`src/rtl/core/mrf_pkg.sv`:
```
// Shared types, constants and the byte-wide CRC-16 step for the request framer.
// No dependencies; every other file in rtl/core imports this package.
package mrf_pkg;

    localparam int LEN_W   = 9;   // frame index and payload length width
    localparam int FIFO_DEPTH = 4;
    localparam int PTR_W   = 2;
    localparam int CNT_W   = 3;

    localparam logic [15:0] CRC_POLY = 16'hA001;
    localparam logic [15:0] CRC_INIT = 16'hFFFF;

    localparam logic [7:0] FC_MULTI_COILS = 8'd15;
    localparam logic [7:0] FC_MULTI_REGS  = 8'd16;

    localparam logic [LEN_W-1:0] DEFAULT_PAYLOAD    = 9'd6;
    localparam logic [LEN_W-1:0] MULTI_BASE_PAYLOAD = 9'd7;
    localparam logic [LEN_W-1:0] FC_INDEX           = 9'd1;
    localparam logic [LEN_W-1:0] COUNT_INDEX        = 9'd6;

    // Number of result items pushed for one processed item
    localparam logic [1:0] PUSH_NONE    = 2'd0;
    localparam logic [1:0] PUSH_PAYLOAD = 2'd1;
    localparam logic [1:0] PUSH_WITH_CRC = 2'd3;

    typedef struct packed {
        logic [1:0]  cnt;        // PUSH_NONE, PUSH_PAYLOAD or PUSH_WITH_CRC
        logic [7:0]  data_byte;  // payload byte
        logic [15:0] crc;        // CRC after this byte, valid with PUSH_WITH_CRC
    } mrf_push_t;

    typedef struct packed {
        logic       last;
        logic [7:0] tx_byte;
    } mrf_entry_t;

    // Reflected CRC-16, one byte, eight shift steps
    function automatic logic [15:0] crc16_byte(input logic [15:0] crc_in,
                                               input logic [7:0]  data);
        logic [15:0] c;
        c = crc_in ^ {8'h00, data};
        for (int k = 0; k < 8; k++) begin
            if (c[0]) begin
                c = (c >> 1) ^ CRC_POLY;
            end else begin
                c = c >> 1;
            end
        end
        return c;
    endfunction

endpackage

```
`src/rtl/core/mrf_frame_ctrl.sv`:
```
// Frame tracking for the request framer: byte index, length decode, running CRC.
// Depends on mrf_pkg.
module mrf_frame_ctrl #(
    parameter int MAX_FRAME = 256
) (
    input  logic               aclk,
    input  logic               aresetn,
    input  logic               item_valid,
    input  logic [7:0]         item_byte,
    input  logic               item_first,
    output mrf_pkg::mrf_push_t push
);
    import mrf_pkg::*;

    localparam logic [LEN_W:0] PayloadCap = (LEN_W+1)'(MAX_FRAME - 2);
    localparam logic [LEN_W-1:0] MultiFirstLen =
        (MAX_FRAME - 2 < 7) ? LEN_W'(MAX_FRAME - 2) : MULTI_BASE_PAYLOAD;

    logic [LEN_W-1:0] byte_index_reg, byte_index_next;
    logic [15:0]      crc_value_reg, crc_value_next;
    logic             multi_write_reg, multi_write_next;
    logic [LEN_W-1:0] payload_length_reg, payload_length_next;
    logic             frame_done_reg, frame_done_next;

    logic [LEN_W-1:0] idx;
    logic [15:0]      crc_in;
    logic [15:0]      crc_new;
    logic             mw;
    logic [LEN_W-1:0] len;
    logic [LEN_W:0]   multi_sum;
    logic [LEN_W:0]   idx_plus;

    assign multi_sum = {{(LEN_W-7){1'b0}}, item_byte} + {1'b0, MULTI_BASE_PAYLOAD};
    assign idx_plus  = {1'b0, idx} + (LEN_W+1)'(1);
    assign crc_new   = crc16_byte(crc_in, item_byte);

    always_comb begin
        // Restart on a first byte, otherwise continue from the stored frame
        idx    = item_first ? '0 : byte_index_reg;
        crc_in = item_first ? CRC_INIT : crc_value_reg;
        mw     = item_first ? 1'b0 : multi_write_reg;
        len    = item_first ? DEFAULT_PAYLOAD : payload_length_reg;

        if (idx == FC_INDEX &&
            (item_byte == FC_MULTI_COILS || item_byte == FC_MULTI_REGS)) begin
            mw  = 1'b1;
            len = MultiFirstLen;
        end
        if (idx == COUNT_INDEX && mw) begin
            len = (multi_sum > PayloadCap) ? PayloadCap[LEN_W-1:0]
                                           : multi_sum[LEN_W-1:0];
        end

        byte_index_next     = byte_index_reg;
        crc_value_next      = crc_value_reg;
        multi_write_next    = multi_write_reg;
        payload_length_next = payload_length_reg;
        frame_done_next     = frame_done_reg;
        push.cnt            = PUSH_NONE;
        push.data_byte      = item_byte;
        push.crc            = crc_new;

        if (item_valid && (item_first || !frame_done_reg)) begin
            multi_write_next    = mw;
            payload_length_next = len;
            if (idx >= len) begin
                // Clamp forbids this byte: close the frame without a CRC
                byte_index_next = idx;
                crc_value_next  = crc_in;
                frame_done_next = 1'b1;
            end else begin
                byte_index_next = idx_plus[LEN_W-1:0];
                crc_value_next  = crc_new;
                if (idx_plus >= {1'b0, len}) begin
                    push.cnt        = PUSH_WITH_CRC;
                    frame_done_next = 1'b1;
                end else begin
                    push.cnt        = PUSH_PAYLOAD;
                    frame_done_next = 1'b0;
                end
            end
        end
    end

    always_ff @(posedge aclk) begin
        if (!aresetn) begin
            byte_index_reg     <= '0;
            crc_value_reg      <= CRC_INIT;
            multi_write_reg    <= 1'b0;
            payload_length_reg <= DEFAULT_PAYLOAD;
            frame_done_reg     <= 1'b1;
        end else begin
            byte_index_reg     <= byte_index_next;
            crc_value_reg      <= crc_value_next;
            multi_write_reg    <= multi_write_next;
            payload_length_reg <= payload_length_next;
            frame_done_reg     <= frame_done_next;
        end
    end

endmodule

```
`src/rtl/core/mrf_out_fifo.sv`:
```
// Four-entry queue: takes up to three items a cycle, emits one on m_tready.
// Depends on mrf_pkg.
module mrf_out_fifo (
    input  logic               aclk,
    input  logic               aresetn,
    input  mrf_pkg::mrf_push_t push,
    output logic               room,      // space for a full three-item push
    output logic               m_tvalid,
    input  logic               m_tready,
    output logic [7:0]         m_tdata,   // [7:0] tx_byte
    output logic               m_tlast
);
    import mrf_pkg::*;

    mrf_entry_t       mem_reg [FIFO_DEPTH];
    logic [PTR_W-1:0] wr_ptr_reg, wr_ptr_next;
    logic [PTR_W-1:0] rd_ptr_reg, rd_ptr_next;
    logic [CNT_W-1:0] count_reg, count_next;
    logic             pop;
    logic [PTR_W-1:0] wr1, wr2;

    assign pop      = m_tvalid && m_tready;
    assign m_tvalid = (count_reg != '0);
    assign m_tdata  = mem_reg[rd_ptr_reg].tx_byte;
    assign m_tlast  = mem_reg[rd_ptr_reg].last;
    assign room     = (count_reg <= CNT_W'(FIFO_DEPTH - 3));
    assign wr1      = wr_ptr_reg + PTR_W'(1);
    assign wr2      = wr_ptr_reg + PTR_W'(2);

    always_comb begin
        wr_ptr_next = wr_ptr_reg + PTR_W'(push.cnt);
        rd_ptr_next = pop ? rd_ptr_reg + PTR_W'(1) : rd_ptr_reg;
        count_next  = count_reg + CNT_W'(push.cnt) - CNT_W'(pop);
    end

    // Payload entries need no reset
    always_ff @(posedge aclk) begin
        if (push.cnt != PUSH_NONE) begin
            mem_reg[wr_ptr_reg] <= '{last: 1'b0, tx_byte: push.data_byte};
        end
        if (push.cnt == PUSH_WITH_CRC) begin
            mem_reg[wr1] <= '{last: 1'b0, tx_byte: push.crc[7:0]};
            mem_reg[wr2] <= '{last: 1'b1, tx_byte: push.crc[15:8]};
        end
    end

    always_ff @(posedge aclk) begin
        if (!aresetn) begin
            wr_ptr_reg <= '0;
            rd_ptr_reg <= '0;
            count_reg  <= '0;
        end else begin
            wr_ptr_reg <= wr_ptr_next;
            rd_ptr_reg <= rd_ptr_next;
            count_reg  <= count_next;
        end
    end

endmodule

```
`src/rtl/core/modbus_rtu_request_framer.sv`:
```
// Top level of the Modbus RTU request framer: input register, frame control, result queue.
// Depends on mrf_pkg, mrf_frame_ctrl and mrf_out_fifo.
//
// Takes a Modbus RTU request one byte per item, s_tuser high on the address
// byte, and emits the payload bytes followed by the CRC-16 (reflected 0xA001,
// seed 0xFFFF), low byte first, m_tlast on the high CRC byte. The frame is six
// payload bytes unless the function code is 15 or 16, in which case it is
// seven plus the byte count in byte 6, capped at MAX_FRAME - 2 payload bytes.
// Bytes beyond the frame, or before any first byte, are dropped; a first byte
// always restarts framing. An accepted byte is held in the input register and
// then written into the result queue, from which it is emitted. A payload item
// is taken every cycle while the sink keeps up; the item that ends a frame
// queues three results, and input holds until the four-entry result queue
// again has room for three.
module modbus_rtu_request_framer #(
    parameter int MAX_FRAME = 256   // 8 .. 264
) (
    input  logic       aclk,
    input  logic       aresetn,
    input  logic       s_tvalid,
    output logic       s_tready,
    input  logic [7:0] s_tdata,     // [7:0] data_byte
    input  logic       s_tuser,     // [0] first
    output logic       m_tvalid,
    input  logic       m_tready,
    output logic [7:0] m_tdata,     // [7:0] tx_byte
    output logic       m_tlast
);
    import mrf_pkg::*;

    logic       in_valid_reg, in_valid_next;
    logic [7:0] in_byte_reg;
    logic       in_first_reg;
    logic       room;
    logic       advance;
    logic       s_accept;
    mrf_push_t  push;

    // Advance the held item once the queue can take its worst case
    assign advance  = in_valid_reg && room;
    assign s_tready = !in_valid_reg || room;
    assign s_accept = s_tvalid && s_tready;

    always_comb begin
        if (s_accept) begin
            in_valid_next = 1'b1;
        end else if (advance) begin
            in_valid_next = 1'b0;
        end else begin
            in_valid_next = in_valid_reg;
        end
    end

    always_ff @(posedge aclk) begin
        if (!aresetn) begin
            in_valid_reg <= 1'b0;
        end else begin
            in_valid_reg <= in_valid_next;
        end
    end

    // Hold the item; payload needs no reset
    always_ff @(posedge aclk) begin
        if (s_accept) begin
            in_byte_reg  <= s_tdata;
            in_first_reg <= s_tuser;
        end
    end

    mrf_frame_ctrl #(
        .MAX_FRAME (MAX_FRAME)
    ) u_ctrl (
        .aclk       (aclk),
        .aresetn    (aresetn),
        .item_valid (advance),
        .item_byte  (in_byte_reg),
        .item_first (in_first_reg),
        .push       (push)
    );

    mrf_out_fifo u_fifo (
        .aclk     (aclk),
        .aresetn  (aresetn),
        .push     (push),
        .room     (room),
        .m_tvalid (m_tvalid),
        .m_tready (m_tready),
        .m_tdata  (m_tdata),
        .m_tlast  (m_tlast)
    );

endmodule
```
`config.mk`:
```
export PLATFORM = sky130hd
export DESIGN_NAME = modbus_rtu_request_framer
export DESIGN_NICKNAME = d
export VERILOG_FILES = /design/src/rtl/core/mrf_pkg.sv /design/src/rtl/core/mrf_frame_ctrl.sv /design/src/rtl/core/mrf_out_fifo.sv /design/src/rtl/core/modbus_rtu_request_framer.sv
export SDC_FILE = /design/constraint.sdc
export NUM_CORES = 1
export LEC_CHECK = 0
export BUFFER_PORTS_ARGS = -buffer_cell sky130_fd_sc_hd__buf_2
export CORE_MARGIN = 5
export CORE_UTILIZATION = 45
export CTS_CLUSTER_DIAMETER = 80
export DETAILED_ROUTE_END_ITERATION = 8
export PLACE_DENSITY = 0.6
export SYNTH_ARGS = -nofsm -noshare
export SYNTH_HDL_FRONTEND = slang
export SYNTH_HIERARCHICAL = 1
export SYNTH_SLANG_ARGS = --single-unit
```
`constraint.sdc`:
```
create_clock -name aclk -period 6.8 [get_ports aclk]
set_input_delay 0.34 -clock aclk [delete_from_list [all_inputs] [get_ports aclk]]
set_output_delay 0.34 -clock aclk [all_outputs]
set_load 0.01 [all_outputs]
```
[Yosys cells after proc, flatten, opt, wreduce, memory -nomap -nowiden]
Memory sizes are Yosys's and may differ from the RTL's. A register that Yosys moved wholly into a read port is not among the register bits.
Index checks and enable logic that the tools add are counted.
Storage, ports and cells
  flip-flop bits (word level): 53
  RAM bits: 36
  input port bits: 13
  output and inout port bits: 11
  word-level logic and storage cells: 83
  memories: 1
Cells by class
  add/subtract/negate cells: 8
  order comparisons: 4
  equal/unequal tests: 5
  multiplexer cells: 31
  bitwise gates (word level): 9
  reduce and logical (&&, ||, !) cells: 14
Memories
  u_fifo.mem_reg: depth 4, width 9, rd ports 1, clocked after Yosys merged registers in 1, write ports 3, RTL line mrf_out_fifo.sv:15  | mrf_entry_t mem_reg [FIFO_DEPTH];
Operators by type and width (number)
  two-way mux 16 bit: 10
  two-way mux 9 bit: 6
  inverter 2 -> 3 bit: 8
  bitwise XOR 16 x 8 -> 16 bit: 1
  adder 9 x 1 -> 10 bit (second input constant): 1
  >= comparator 10 x 9 -> 1 bit: 1
  greater-than comparator 10 x 8 -> 1 bit (second input constant): 1
  two-way mux 1 bit: 10
  two-way mux 2 bit: 5
  adder 8 x 3 -> 9 bit (second input constant): 1
  == test 9 x 1 -> 1 bit (second input constant): 1
  == test 9 x 3 -> 1 bit (second input constant): 1
  >= comparator 9 bit: 1
  == test 8 x 4 -> 1 bit (second input constant): 1
  == test 8 x 5 -> 1 bit (second input constant): 1
  logical AND 1 bit: 6
  adder 2 x 1 -> 2 bit (second input constant): 2
  nonzero test 2 bit: 2
  adder 3 x 2 -> 3 bit: 1
  <= comparator 3 x 1 -> 1 bit (second input constant): 1
  logical OR 1 bit: 3
  nonzero test 3 bit: 1
  subtractor 3 x 1 -> 3 bit: 1
  adder 2 bit: 1
  other kinds (3): 4

[Logic depth before layout (Yosys ltp)]
  depth in word-level cells: 19
  gate-level depth with buffers: 28
  mapped depth without buffers: 23

[Hierarchy]
The synthesis kept the hierarchy.
Modules (own cells, without submodules)
  mrf_frame_ctrl: instances 1, cells an instance 405, area an instance 3338.2 µm², sequential area each 720.7 µm²
  mrf_out_fifo: instances 1, cells an instance 207, area an instance 2397.3 µm², sequential area each 1221.2 µm²
  modbus_rtu_request_framer: instances 1, cells an instance 15, area an instance 335.3 µm², sequential area each 290.3 µm²

[Worst setup path after synthesis]
OpenSTA, ideal clock, no wires.
  path type: register to register
  start: reg in_first_reg
  end: reg u_fifo.count_reg[2]
  library setup time: 115 ps
  arrival time: 5596 ps
  data required time: 6685 ps
  path slack: 1089 ps
  stages on the path, launching flop included: 29
  buffers on the path: 5
  clock period less this slack: 5711 ps
  cell sequence: edfxtp_1 -> buf_2 -> clkbuf_1 -> clkbuf_1 -> nand2b_1 -> inv_1 -> ha_1 -> nor4b_4 -> o221ai_2 -> a211o_1 -> nor2_1 -> a31o_2 -> nand2_1 -> o21ai_0 -> ha_1 -> nor2b_1 -> o21a_1 -> o21ai_0 -> a311o_1 -> o211a_4 -> buf_6 -> and3_1 -> buf_4 -> inv_1 -> ha_1 -> fa_1 -> xor2_1 -> xnor2_1 -> and2_1
RTL lines
  from (decl): RTL line modbus_rtu_request_framer.sv:33  | logic in_first_reg;
  from (signal assigned): RTL line modbus_rtu_request_framer.sv:66  | in_first_reg <= s_tuser;
  to (signal assigned): RTL line mrf_out_fifo.sv:55  | count_reg <= count_next;
  to (decl): RTL line mrf_out_fifo.sv:18  | logic [CNT_W-1:0] count_reg, count_next;

==> impl_summary.log <==
[metrics] area grow syn2layout: 6.389%
[metrics] number of primary I/O pins: 24
[metrics] cell depth of the worst min-delay path: 1
[metrics] data arrival time of the critical path: 6.06 ns
[metrics] Post-Route Skew: 0.008698 ns
[metrics] worst-path cell with the longest stage delay: o2bb2ai_1
[metrics] Inserted Clock Buffers: 9
[metrics] number of clock sinks: 91
[metrics] final core utilization: 0.4877
[metrics] total routing usage reported by global routing: 0.1876
[metrics] sum of buffers and inverters on the critical path: 2
[metrics] setup repair after global routing missed its margin: no
[metrics] share of layout cells above drive strength 1: 0.1522
[metrics] final setup TNS: 0 ns
[metrics] FF-to-FF Start: in_byte_reg[0]
[metrics] count of unique library cells instantiated by Yosys: 77
[metrics] via count of the first global-routing pass: 4471
[metrics] Synth Flop Type: dfxtp_1
[metrics] Maximum Capacitance Violations: 0
[metrics] height of the chip: 126.2 um
[metrics] setup fix buffers added after clock tree synthesis: 0
[metrics] Overflow after GRT: 0
[metrics] insertion delay to the later sink of the worst-skew pair: 0.35 ns
[metrics] critical path's largest stage delay: 0.87 ns
[metrics] remaining design rule violation count: 0
[metrics] slew at the pin closest to its max-slew limit: 1.088 ns
[metrics] share of synthesized registers carrying an async set or reset: 0
[metrics] Post-Synthesis Mean Instance Area: 9.682 um^2
[metrics] half-perimeter wire length after placement: 10260 um
[metrics] maximum number of pins on one net before global-route repair: 48
[metrics] htree depth: 3
[metrics] chain of cells forming the critical path: inv_1 > ha_1 > nor2b_1 > nor3b_1 > xor2_1 > o211ai_1 > a31o_2 > nand2_1 > o21ai_0 > ha_1 > nor2b_1 > o21a_1 > o21ai_0 > a311o_1 > o211a_4 > and3_1 > buf_4 > nand2_1 > o2bb2ai_1
[metrics] endpoints failing setup: 0
[metrics] crit-path leading delay family: compound AO/OA/AOI/OAI gates
[metrics] area of the mapped netlist: 0.006071 mm^2
[metrics] largest fanout of any net on the critical path: 23
[metrics] Largest register FFs: 36
[metrics] Hold WC Path Type: input pin to flop
[metrics] maximum ir drop on the vdd rail: 148.3 uV
[metrics] most frequent standard cell in the layout excluding fill and tap cells: nor2_1
[metrics] data required time at the worst endpoint: 6.77 ns
[metrics] synthesis-stage register bit count: 91
[metrics] endpoint of the worst register-to-register path: u_fifo/mem_reg[1][4]
[metrics] wire length of the first global-routing pass: 23840 um
[metrics] die width: 126.2 um
[metrics] n_diodes: 0
[metrics] initial drt markers: 339
[metrics] number of gates resized after cts: 0
[metrics] most frequent cells in the layout: 51 x nor2_1, 50 x dfxtp_1, 41 x edfxtp_1, 37 x nand2_1, 35 x xnor2_1
[metrics] effective utilization at floorplan: 0.4584
[metrics] Core Rows: 42
[metrics] largest buffer count on any clock path: 2
[metrics] crit end category: flop
[metrics] post-layout power: 0.001570 W
[metrics] Post-synth EDFFs: 41
[metrics] Hold Path Sink: in_byte_reg[7]
[metrics] drt first pass iters: 6
[metrics] total number of vias: 4650
[metrics] Final Hold Violating Endpoints: 0
[metrics] leakage power of the design: 2.430 nW
[metrics] R2R Setup Slk: 0.71 ns
[metrics] max_slew headroom: 0.2743
[metrics] antenna violations before repair: 0
[metrics] Clock Pin Slew Worst Setup and Hold Paths: 0.07 ns
[metrics] net count after synthesis: 668
[metrics] hold_buf cts: 0
[metrics] IO buf count: 23
[metrics] GPL Wtd Cong: 0.8483
[metrics] wirelength, routed: 14790 um
[metrics] Core Area: 0.01324 mm^2
[metrics] origin of the worst min-delay path: s_tdata[7]
[metrics] fin nets: 660
[metrics] min cycle time layout: 6.094 ns
[metrics] proportion of synthesized chip area in sequential cells: 0.3677
[metrics] Worst Setup Path Type: flop to flop
[metrics] area of the die: 0.01591 mm^2
[metrics] status: finished, final reports clean
[metrics] synthesis warning total: 6
[metrics] Syn Inst Count: 627
[metrics] type of origin of the critical path: flop
[metrics] via-per-instance ratio: 5.813
[metrics] power per cell area: 243.1 mW/mm^2
[metrics] number of pins exceeding their max-slew limit in the final report: 0
[metrics] root buf cell: clkbuf_16
[metrics] Final Cycle Share: 0.8962
[metrics] length in cells of the worst reg-to-reg path: 19
[metrics] number of nets with antenna violations after routing: 0
[metrics] TritonCTS clock tree: built
[metrics] Highest Clock Rate: 164.1 MHz
[metrics] routed wire length per instance: 18.49 um
[layer usage]
| metal | track usage | vias up | routed length [um] |
|---|---|---|---|
| li1 | - | 2243 | - |
| met1 | 0.2582 | 2268 | 6661 |
| met2 | 0.3039 | 125 | 7049 |
| met3 | 0.03302 | 14 | 886 |
| met4 | 0.05426 | 0 | 195 |
| met5 | 0 | - | 0 |
[cell type report]
| type | instances | area (um^2) |
|---|---|---|
| Clock buffer | 9 | 225.2 |
| Clock inverter | 7 | 61.31 |
| Fill cell | 1258 | 6784 |
| Inverter | 19 | 71.32 |
| Multi-Input combinational cell | 466 | 3466 |
| Sequential cell | 91 | 2232 |
| Tap cell | 176 | 220.2 |
| Timing Repair Buffer | 32 | 182.7 |
[stage by stage]
stage	hold slack, ns	setup WS, ns	cells	area [um^2]
floorplan	0.4256	1.089	627	6071
global placement	0.4398	0.9704	784	6172
detailed placement	0.4552	0.7895	784	6172
CTS	0.1500	0.7632	800	6459
global route	0.1521	0.2721	800	6459
finish	0.1647	0.7059	800	6459
[cells in the mapped netlist, types with 3 or more instances]
library cell | count | share of area
o211ai_1 | 8 | 0.0099
edfxtp_1 | 41 | 0.20
a31oi_1 | 6 | 0.0062
buf_4 | 11 | 0.014
a21oi_2 | 11 | 0.016
or2_2 | 6 | 0.0062
a32o_1 | 3 | 0.0049
o21ai_0 | 31 | 0.026
buf_1 | 3 | 0.0019
a21boi_1 | 5 | 0.0062
a311oi_1 | 3 | 0.0043
mux2i_1 | 26 | 0.043
nand2b_1 | 16 | 0.016
buf_2 | 13 | 0.011
xnor3_1 | 3 | 0.011
a21o_1 | 4 | 0.0049
o31ai_2 | 4 | 0.0082
a21oi_1 | 24 | 0.020
inv_1 | 19 | 0.012
a21boi_0 | 5 | 0.0062
clkbuf_1 | 17 | 0.011
and2_1 | 7 | 0.0072
nand2_1 | 37 | 0.023
ha_1 | 27 | 0.056
nand3_1 | 10 | 0.0082
and4_1 | 3 | 0.0043
buf_6 | 7 | 0.013
nor2_1 | 51 | 0.032
mux4_2 | 9 | 0.033
xor2_1 | 7 | 0.010
and3_1 | 5 | 0.0052
a22oi_1 | 5 | 0.0062
nor2b_1 | 20 | 0.021
o21ai_1 | 12 | 0.0099
nor3b_1 | 8 | 0.0099
nor3_1 | 21 | 0.017
o21a_1 | 7 | 0.0087
dfxtp_1 | 50 | 0.16
xnor2_1 | 35 | 0.050
[cells by family (layout without fill, tap and decap cells)]
logic type / count (synthesis) / count (layout) / synth area share
compound gates: 155 / 155 / 0.1820
fa+ha+maj: 28 / 28 / 0.05894
xor+xnor: 45 / 45 / 0.07172
simple gates: 202 / 202 / 0.1797
buf+inv: 70 / 67 / 0.06142
flops: 91 / 91 / 0.3677
mux: 36 / 36 / 0.07852
[power by group]
| part | total [W] | switching, W | internal [W] |
|---|---|---|---|
| clock network | 0.000482 | 0.000227 | 0.000254 |
| logic | 0.000403 | 0.000213 | 0.000190 |
| registers | 0.000686 | 0.0000685 | 0.000617 |
[worst max-delay path by stage]
stage | startpoint | end | slack (ns) | cells after the start
after CTS | in_byte_reg[0] | u_fifo/mem_reg[1][2] | 0.76 | 19
after global routing | in_byte_reg[0] | u_fifo/mem_reg[1][2] | 0.27 | 19
after global placement | in_byte_reg[0] | u_fifo/count_reg[2] | 0.97 | 23
after floorplan | in_first_reg | u_fifo/count_reg[2] | 1.09 | 28
after detailed placement | in_byte_reg[0] | u_fifo/mem_reg[1][4] | 0.79 | 19
final | in_byte_reg[0] | u_fifo/mem_reg[1][4] | 0.71 | 19
Power figures use the tool's default switching activity.
